`src/hw/rtl/rht_pkg.sv`:
```
// ----------------------------------------------------------------------------
// rht_pkg
// Shared types and constants for the reference-counted handle table.
// ----------------------------------------------------------------------------
package rht_pkg;

    localparam int CAPACITY_DEF = 16;
    localparam int HANDLE_W     = 32;
    localparam int COUNT_W      = 16;
    localparam int FUNC_W       = 2;
    localparam int STATUS_W     = 3;

    localparam logic [COUNT_W-1:0] COUNT_MAX = '1;

    typedef enum logic [FUNC_W-1:0] {
        FN_ADD    = 2'd0,
        FN_REMOVE = 2'd1,
        FN_PURGE  = 2'd2,
        FN_NONE   = 2'd3
    } t_func;

    typedef enum logic [STATUS_W-1:0] {
        ST_NEW      = 3'd0,
        ST_INC      = 3'd1,
        ST_DEC      = 3'd2,
        ST_REL      = 3'd3,
        ST_NOTFOUND = 3'd4,
        ST_FULL     = 3'd5,
        ST_PREL     = 3'd6,
        ST_PEMPTY   = 3'd7
    } t_status;

    // per-cell operation
    typedef enum logic [2:0] {
        C_HOLD,
        C_INC,
        C_DEC,
        C_LOAD,
        C_SHIFT
    } t_cell_op;

    // row-wide action, resolved per cell by the top level
    typedef enum logic [2:0] {
        ACT_NONE,
        ACT_INC,
        ACT_DEC,
        ACT_LOAD,
        ACT_CLOSE,
        ACT_SHIFT
    } t_action;

    typedef enum logic [1:0] {
        S_IDLE,
        S_EXEC,
        S_PURGE
    } t_state;

    typedef struct packed {
        t_cell_op op;
        logic     live;
    } t_cell_ctl;

endpackage

```
`src/hw/rtl/refcount_handle_table.sv`:
```
// ----------------------------------------------------------------------------
// refcount_handle_table
// Table of resource handles with reference counts, built as a row of cells.
// ----------------------------------------------------------------------------
// An item is taken and registered, then executed in S_EXEC: all cells compare
// the handle at once and the row updates in that same cycle (count change,
// append at the fill point, or a one-place shift down to close a gap). A purge
// passes through S_EXEC and then releases one entry per cycle while the output
// register is free, head of the row first, while the whole row shifts down. The
// next item is taken once the row is idle; a result waiting in the output
// register only holds up a further update.
// func: 0 add, 1 remove, 2 purge, 3 ignored.
module refcount_handle_table
    import rht_pkg::*;
#(
    parameter int CAPACITY = CAPACITY_DEF
) (
    input  logic                i_clk,
    input  logic                i_rst_n,
    input  logic                i_s_axis_tvalid,
    output logic                o_s_axis_tready,
    input  logic [31:0]         i_s_axis_tdata,   // [31:0] handle
    input  logic [7:0]          i_s_axis_tuser,   // [1:0] func
    output logic                o_m_axis_tvalid,
    input  logic                i_m_axis_tready,
    output logic [47:0]         o_m_axis_tdata,   // [31:0] release_handle, [47:32] ref_count
    output logic [7:0]          o_m_axis_tuser,   // [2:0] status
    output logic                o_m_axis_tlast
);

    localparam int OCC_W = $clog2(CAPACITY + 1);

    t_state              r_state, n_state;
    t_func               r_func;
    logic [HANDLE_W-1:0] r_handle;
    logic [OCC_W-1:0]    r_occ, n_occ;

    logic                r_out_valid;
    t_status             r_out_status;
    logic [HANDLE_W-1:0] r_out_handle;
    logic [COUNT_W-1:0]  r_out_count;
    logic                r_out_last;

    logic                in_fire;
    logic                slot_free;
    logic                emit;
    t_status             e_status;
    logic [HANDLE_W-1:0] e_handle;
    logic [COUNT_W-1:0]  e_count;
    logic                e_last;
    t_action             action;

    logic [HANDLE_W-1:0] cell_key   [CAPACITY];
    logic [COUNT_W-1:0]  cell_count [CAPACITY];
    t_cell_ctl           cell_ctl   [CAPACITY];
    logic [CAPACITY-1:0] hit;
    logic [CAPACITY-1:0] at_or_after;
    logic                any_hit;
    logic [COUNT_W-1:0]  hit_count;
    logic                full;

    assign o_s_axis_tready = (r_state == S_IDLE);
    assign in_fire         = i_s_axis_tvalid && o_s_axis_tready;
    assign slot_free       = !r_out_valid || i_m_axis_tready;
    assign any_hit         = |hit;
    assign full            = (r_occ == OCC_W'(CAPACITY));

    always_comb begin
        hit_count = '0;
        for (int k = 0; k < CAPACITY; k++) begin
            hit_count = hit_count | (hit[k] ? cell_count[k] : '0);
        end
    end

    always_comb begin
        at_or_after[0] = hit[0];
        for (int k = 1; k < CAPACITY; k++) begin
            at_or_after[k] = at_or_after[k-1] | hit[k];
        end
    end

    // cell row
    for (genvar g = 0; g < CAPACITY; g++) begin : g_cell
        logic [HANDLE_W-1:0] next_key;
        logic [COUNT_W-1:0]  next_count;

        if (g == CAPACITY - 1) begin : g_tail
            assign next_key   = '0;
            assign next_count = '0;
        end else begin : g_link
            assign next_key   = cell_key[g+1];
            assign next_count = cell_count[g+1];
        end

        always_comb begin
            cell_ctl[g].live = (OCC_W'(g) < r_occ);
            case (action)
                ACT_INC:   cell_ctl[g].op = hit[g] ? C_INC : C_HOLD;
                ACT_DEC:   cell_ctl[g].op = hit[g] ? C_DEC : C_HOLD;
                ACT_LOAD:  cell_ctl[g].op = (OCC_W'(g) == r_occ) ? C_LOAD : C_HOLD;
                ACT_CLOSE: cell_ctl[g].op = at_or_after[g] ? C_SHIFT : C_HOLD;
                ACT_SHIFT: cell_ctl[g].op = C_SHIFT;
                default:   cell_ctl[g].op = C_HOLD;
            endcase
        end

        rht_cell u_cell (
            .i_clk        (i_clk),
            .i_ctl        (cell_ctl[g]),
            .i_handle     (r_handle),
            .i_next_key   (next_key),
            .i_next_count (next_count),
            .o_key        (cell_key[g]),
            .o_count      (cell_count[g]),
            .o_hit        (hit[g])
        );
    end

    // next state
    always_comb begin
        n_state = r_state;
        case (r_state)
            S_IDLE: begin
                if (in_fire) begin
                    n_state = S_EXEC;
                end
            end
            S_EXEC: begin
                if (r_func == FN_NONE) begin
                    n_state = S_IDLE;
                end else if (r_func == FN_PURGE && r_occ != '0) begin
                    n_state = S_PURGE;
                end else if (slot_free) begin
                    n_state = S_IDLE;
                end
            end
            S_PURGE: begin
                if (slot_free && r_occ == OCC_W'(1)) begin
                    n_state = S_IDLE;
                end
            end
            default: n_state = S_IDLE;
        endcase
    end

    // outputs and row action
    always_comb begin
        emit     = 1'b0;
        e_status = ST_NEW;
        e_handle = '0;
        e_count  = '0;
        e_last   = 1'b1;
        action   = ACT_NONE;
        n_occ    = r_occ;
        case (r_state)
            S_EXEC: begin
                if (slot_free) begin
                    case (r_func)
                        FN_ADD: begin
                            emit = 1'b1;
                            if (any_hit) begin
                                action   = ACT_INC;
                                e_status = ST_INC;
                                e_count  = (hit_count == COUNT_MAX) ? hit_count
                                         : hit_count + COUNT_W'(1);
                            end else if (full) begin
                                e_status = ST_FULL;
                            end else begin
                                action   = ACT_LOAD;
                                e_status = ST_NEW;
                                e_count  = COUNT_W'(1);
                                n_occ    = r_occ + OCC_W'(1);
                            end
                        end
                        FN_REMOVE: begin
                            emit = 1'b1;
                            if (!any_hit) begin
                                e_status = ST_NOTFOUND;
                            end else if (hit_count > COUNT_W'(1)) begin
                                action   = ACT_DEC;
                                e_status = ST_DEC;
                                e_count  = hit_count - COUNT_W'(1);
                            end else begin
                                action   = ACT_CLOSE;
                                e_status = ST_REL;
                                e_handle = r_handle;
                                n_occ    = r_occ - OCC_W'(1);
                            end
                        end
                        FN_PURGE: begin
                            if (r_occ == '0) begin
                                emit     = 1'b1;
                                e_status = ST_PEMPTY;
                            end
                        end
                        default: begin
                        end
                    endcase
                end
            end
            S_PURGE: begin
                if (slot_free) begin
                    emit     = 1'b1;
                    action   = ACT_SHIFT;
                    e_status = ST_PREL;
                    e_handle = cell_key[0];
                    e_last   = (r_occ == OCC_W'(1));
                    n_occ    = r_occ - OCC_W'(1);
                end
            end
            default: begin
            end
        endcase
    end

    always_ff @(posedge i_clk) begin
        if (!i_rst_n) begin
            r_state     <= S_IDLE;
            r_occ       <= '0;
            r_out_valid <= 1'b0;
        end else begin
            r_state <= n_state;
            r_occ   <= n_occ;
            if (emit) begin
                r_out_valid <= 1'b1;
            end else if (i_m_axis_tready) begin
                r_out_valid <= 1'b0;
            end
        end
    end

    always_ff @(posedge i_clk) begin
        if (in_fire) begin
            r_func   <= t_func'(i_s_axis_tuser[FUNC_W-1:0]);
            r_handle <= i_s_axis_tdata;
        end
        if (emit) begin
            r_out_status <= e_status;
            r_out_handle <= e_handle;
            r_out_count  <= e_count;
            r_out_last   <= e_last;
        end
    end

    assign o_m_axis_tvalid = r_out_valid;
    assign o_m_axis_tdata  = {r_out_count, r_out_handle};
    assign o_m_axis_tuser  = {{(8 - STATUS_W){1'b0}}, r_out_status};
    assign o_m_axis_tlast  = r_out_last;

    a_occ_bound: assert property (@(posedge i_clk) disable iff (!i_rst_n)
        r_occ <= OCC_W'(CAPACITY))
        else $error("occupancy above capacity");

    a_unique_hit: assert property (@(posedge i_clk) disable iff (!i_rst_n)
        $onehot0(hit))
        else $error("handle matched in more than one cell");

    a_purge_nonempty: assert property (@(posedge i_clk) disable iff (!i_rst_n)
        r_state == S_PURGE |-> r_occ != '0)
        else $error("purge running on an empty row");

    a_full_report: assert property (@(posedge i_clk) disable iff (!i_rst_n)
        r_out_valid && r_out_status == ST_FULL |-> full)
        else $error("full reported below capacity");

    a_release_drops: assert property (@(posedge i_clk) disable iff (!i_rst_n)
        emit && (e_status == ST_REL || e_status == ST_PREL)
        |=> r_occ == $past(r_occ) - OCC_W'(1))
        else $error("release without occupancy drop");

endmodule

```
`src/hw/rtl/rht_cell.sv`:
```
// ----------------------------------------------------------------------------
// rht_cell
// One table entry: handle and count, match against the broadcast handle,
// shift from the upper neighbor.
// ----------------------------------------------------------------------------
module rht_cell
    import rht_pkg::*;
(
    input  logic                i_clk,
    input  t_cell_ctl           i_ctl,
    input  logic [HANDLE_W-1:0] i_handle,
    input  logic [HANDLE_W-1:0] i_next_key,
    input  logic [COUNT_W-1:0]  i_next_count,
    output logic [HANDLE_W-1:0] o_key,
    output logic [COUNT_W-1:0]  o_count,
    output logic                o_hit
);

    logic [HANDLE_W-1:0] r_key;
    logic [COUNT_W-1:0]  r_count;
    logic [HANDLE_W-1:0] n_key;
    logic [COUNT_W-1:0]  n_count;

    always_comb begin
        n_key   = r_key;
        n_count = r_count;
        case (i_ctl.op)
            C_INC: begin
                if (r_count != COUNT_MAX) begin
                    n_count = r_count + COUNT_W'(1);
                end
            end
            C_DEC: begin
                n_count = r_count - COUNT_W'(1);
            end
            C_LOAD: begin
                n_key   = i_handle;
                n_count = COUNT_W'(1);
            end
            C_SHIFT: begin
                n_key   = i_next_key;
                n_count = i_next_count;
            end
            default: begin
            end
        endcase
    end

    always_ff @(posedge i_clk) begin
        r_key   <= n_key;
        r_count <= n_count;
    end

    assign o_key   = r_key;
    assign o_count = r_count;
    assign o_hit   = i_ctl.live && (r_key == i_handle);

endmodule

```
`config.mk`:
```
export PLATFORM = sky130hd
export DESIGN_NAME = refcount_handle_table
export DESIGN_NICKNAME = d
export VERILOG_FILES = /design/src/hw/rtl/rht_pkg.sv /design/src/hw/rtl/refcount_handle_table.sv /design/src/hw/rtl/rht_cell.sv
export SDC_FILE = /design/constraint.sdc
export NUM_CORES = 2
export LEC_CHECK = 0
export BUFFER_PORTS_ARGS = -buffer_cell sky130_fd_sc_hd__buf_4
export CORE_UTILIZATION = 45
export CTS_CLUSTER_DIAMETER = 60
export DETAILED_ROUTE_END_ITERATION = 7
export PLACE_DENSITY = 0.61
export SYNTH_ARGS = -nofsm -noshare
export SYNTH_HDL_FRONTEND = slang
export SYNTH_SLANG_ARGS = --single-unit
```
`constraint.sdc`:
```
create_clock -name i_clk -period 11.2 [get_ports i_clk]
set_clock_uncertainty 0.15 [all_clocks]
set_input_delay 1.12 -clock i_clk [delete_from_list [all_inputs] [get_ports i_clk]]
set_output_delay 1.12 -clock i_clk [all_outputs]
set_load 0.01 [all_outputs]
```
==> results.md <==
- The flow ran to the end, but the final reports show violations.
- The checks that failed: capacitance limit.
- Subtracting the final worst setup slack from the clock period gives 10.22 ns.
- Data arrives at the worst endpoint at 10.52 ns.
- The worst IR drop on VDD is 0.122 mV.
- The endpoint of the worst setup timing path is g_cell[1].u_cell.o_count[15].
- The maximum operating frequency is 97.8 MHz.
- The leading cell type in the layout, fill and taps excluded is edfxtp_1.
- The share of synthesized flip-flops with an asynchronous set or reset is 0.
- Setup slack on the worst reg-to-reg path comes out at 0.98 ns.
- The most used flip-flop cell after synthesis is edfxtp_1.
- The total clock buffers created by CTS is 109.
- The largest total area in the synthesized netlist belongs to edfxtp_1.
- The final-report max-slew violation count came to 0.
- The worst-margin pin slew is 1.47 ns.
- The number of rows in the core area is 127.
- Clock-pin slew was measured on the worst setup and hold paths at 0.06 ns.
- Synthesis handed over a netlist of 4,562 instances.
- At the worst endpoint, the required time is 11.49 ns.
- Setup repair after global routing left no endpoint under its margin.
- The worst hold margin is 0.386 ns.
- Buffers added to address setup during post-CTS repair amount to 0.
- The number of global-route vias before repair is 36,700.
- The clock root buffer is clkbuf_16.
- The depth of the worst register-to-register path is 29.
- The slowest stage of the critical path is the a2111oi_1 cell.
- The H-tree was split into 3 levels.
- The routed layout has 37,800 vias.
- The type of destination of the critical path is a flip-flop.
- Compared with the post-synthesis result, the final layout area differs by 10.8%.
- The number of gates given a new drive strength after cts is 0.
- The post-synthesis area per instance is 12.0 um2.
- The number of distinct standard cells referenced by the synthesized netlist is 87.
- The hold buffer count at CTS is 0.
- The share of synthesized area in the top cell type comes to 0.470.
- The detailed-placement wirelength estimate is 132,000 um.
- In this run, synthesis produced a sequential element count of 862.
- For this run, the number of standard cells in the final layout without fillers is 6,334.
- The total DRC errors in the routed layout is 0.
- The count of pins on the block boundary is 103.
- The post-synthesis sequential area ratio is 0.473.
- The clock network latency to the later pin of the worst-skew pair is 0.72 ns.
- Before antenna repair, the detailed router went through 7 iterations.
- For this run, the slowest stage of the critical path takes 1.26 ns.
- The tree built by TritonCTS fans out to 862 sinks.
- Ranked by total cell area, the synthesized netlist is headed by edfxtp_1 47%, xnor2_1 11%, mux2_2 8.8%.
- The largest net degree at the start of global routing is 65.
- The die area is 123,000 um2.
- In the final layout, the share of cells above drive strength 1 is 0.188.
- In this run the vertical extent of the chip is 350 um.
- Using the TritonRoute via totals, the vias-per-cell ratio works out to 5.96.
- Along the worst path, the maximum fanout reaches 16.
- The initial cell density of the core is 0.454.
- The first routing iteration left 4,028 violations.
- For this block, the routed nets add up to 174,000 um of wire.
- The launching instance or port of the critical path is r_handle[8].
- After routing, the total negative slack on setup checks comes to 0 ns.
- The startpoint identified for the worst register-to-register timing path is r_handle[8].
- At the end of routability-driven placement, the weighted congestion stood at 1.01.
- The longest clock path from root to sink contains 3 buffers.
- The initial antenna violation count came to 8.
- The type of the worst setup path is reg -> reg.
- Max-cap violations in this run came to 1.
- After detailed routing, the average wire length per cell comes to 27.5 um.
- The worst setup path is launched from a flip-flop.
- The end of the worst register-to-register path is g_cell[1].u_cell.o_count[15].
- The final hold violation count came to 0.
- The top cell types in the final layout, fill and taps aside, are 854 x edfxtp_1, 655 x xnor2_1, 426 x mux2_2.
- Setup violations remaining at the end of the flow were counted as 0.
- The total congestion overflow after global routing is 0.
- The worst pin sits at a relative slew slack of 0.0178.
- TritonCTS built the clock tree.
- In the global route stage, overall resource usage came out at 0.281.
- In this run the remaining antenna-violating nets after routing total 0.
- The first global-routing pass estimated 252,000 um of wire.
- The final critical-path share of the clock period is 0.913.
- In this run, placement finished with an instance count of 6,129.
- The region available for standard cell placement spans 120,000 um2.
- Input and output buffers added on the ports amount to 91.
- For this run, the share of the core covered by cells in the final layout is 0.503.
- For this design the static power due to leakage is 21.7 nW.
- Dividing total power by cell area gives a power density of 126 nW/um2.
- In this run the worst hold path is classified as reg -> reg.
- The summed instance area of the synthesized netlist is 54,600 um2.
- The total power is 7.62 mW.
- The warning count from the yosys run is 0.
- At the end of the flow, the number of nets in the layout was 4,923.
- The die is 350 um wide.
- The count of flip-flops with a built-in enable after synthesis is 854.
worst min path at each step:
| stage | start | end | slack (ns) | cells past startpoint |
|---|---|---|---|---|
| final | r_state[1] | r_state[1] | 0.39 | 2 |
| after global routing | i_s_axis_tdata[12] | r_handle[12] | 0.39 | 1 |
| after CTS | i_s_axis_tdata[17] | r_handle[17] | 0.38 | 1 |
| after detailed placement | r_state[1] | r_state[1] | 0.38 | 2 |
| after global placement | r_state[1] | r_state[1] | 0.38 | 2 |
| after floorplan | r_state[1] | r_state[1] | 0.35 | 2 |
power breakdown:
group,internal (mW),switching (mW)
registers,3.57,0.0511
clock network,1.99,1.46
logic,0.245,0.307
layer usage:
layer | global-route usage | vias to the layer above | wire length, um
li1 | - | 17400 | -
met1 | 0.394 | 18700 | 77300
met2 | 0.440 | 1404 | 77800
met5 | 0 | - | 53
met3 | 0.0514 | 318 | 12900
met4 | 0.0911 | 8 | 6250
cell families after synthesis:
| kind of cell | count (synthesis) | synth area share |
|---|---|---|
| other | 1 | 0.0000687 |
| buffers and inverters | 470 | 0.0442 |
| xor gates and xnor gates | 745 | 0.120 |
| muxes | 490 | 0.101 |
| and+or+nand+nor | 864 | 0.0871 |
| DFF | 862 | 0.473 |
| AOI/OAI and AO/OA | 879 | 0.116 |
| adders and majority gates | 251 | 0.0597 |
critical path, delay by kind of cell, from the launching register on:
kind / cells / cell delay, ns
compound gates: 16 / 5.39
xor+xnor: 2 / 0.28
fa+ha+maj: 1 / 0.35
buf+inv: 3 / 0.84
flops: 1 / 0.84
simple gates: 7 / 2.05
synthesized netlist by cell type, types with 63 or more instances:
cell and number:
o21ai_0 100, xnor2_1 655, nand4_1 280, a21oi_1 215, edfxtp_1 854, nor2_1 134
xor2_1 90, mux2_2 426, buf_2 114, o21bai_1 89, nand2_1 151, ha_1 235
buf_4 80, a22o_1 231, clkbuf_1 63, inv_1 183
flip-flops by register name, indices dropped and copies added (netlist names):
name,count
r_out_handle,32
g_cell.u_cell.o_key,512
o_m_axis_tlast,1
r_out_count,16
o_m_axis_tvalid,1
r_state,2
r_func,2
r_occ,5
r_handle,32
g_cell.u_cell.o_count,256
r_out_status,3
area by class of cell:
type | instances | area [um2]
Antenna cell | 3 | 7.51
Clock buffer | 135 | 2870
Clock inverter | 67 | 647
Fill cell | 10600 | 59600
Inverter | 184 | 691
Multi-Input combinational cell | 3234 | 26600
Sequential cell | 862 | 25800
Tap cell | 1612 | 2020
Timing Repair Buffer | 237 | 1890
stage by stage:
step,instance area (um2),setup WS [ns]
after floorplan,54600,3.81
after global placement,57000,1.49
after detailed placement,57000,1.47
after CTS,60500,1.38
after global routing,60500,0.776
final,60500,0.976
No activity file was read; power rests on OpenSTA's default activity.
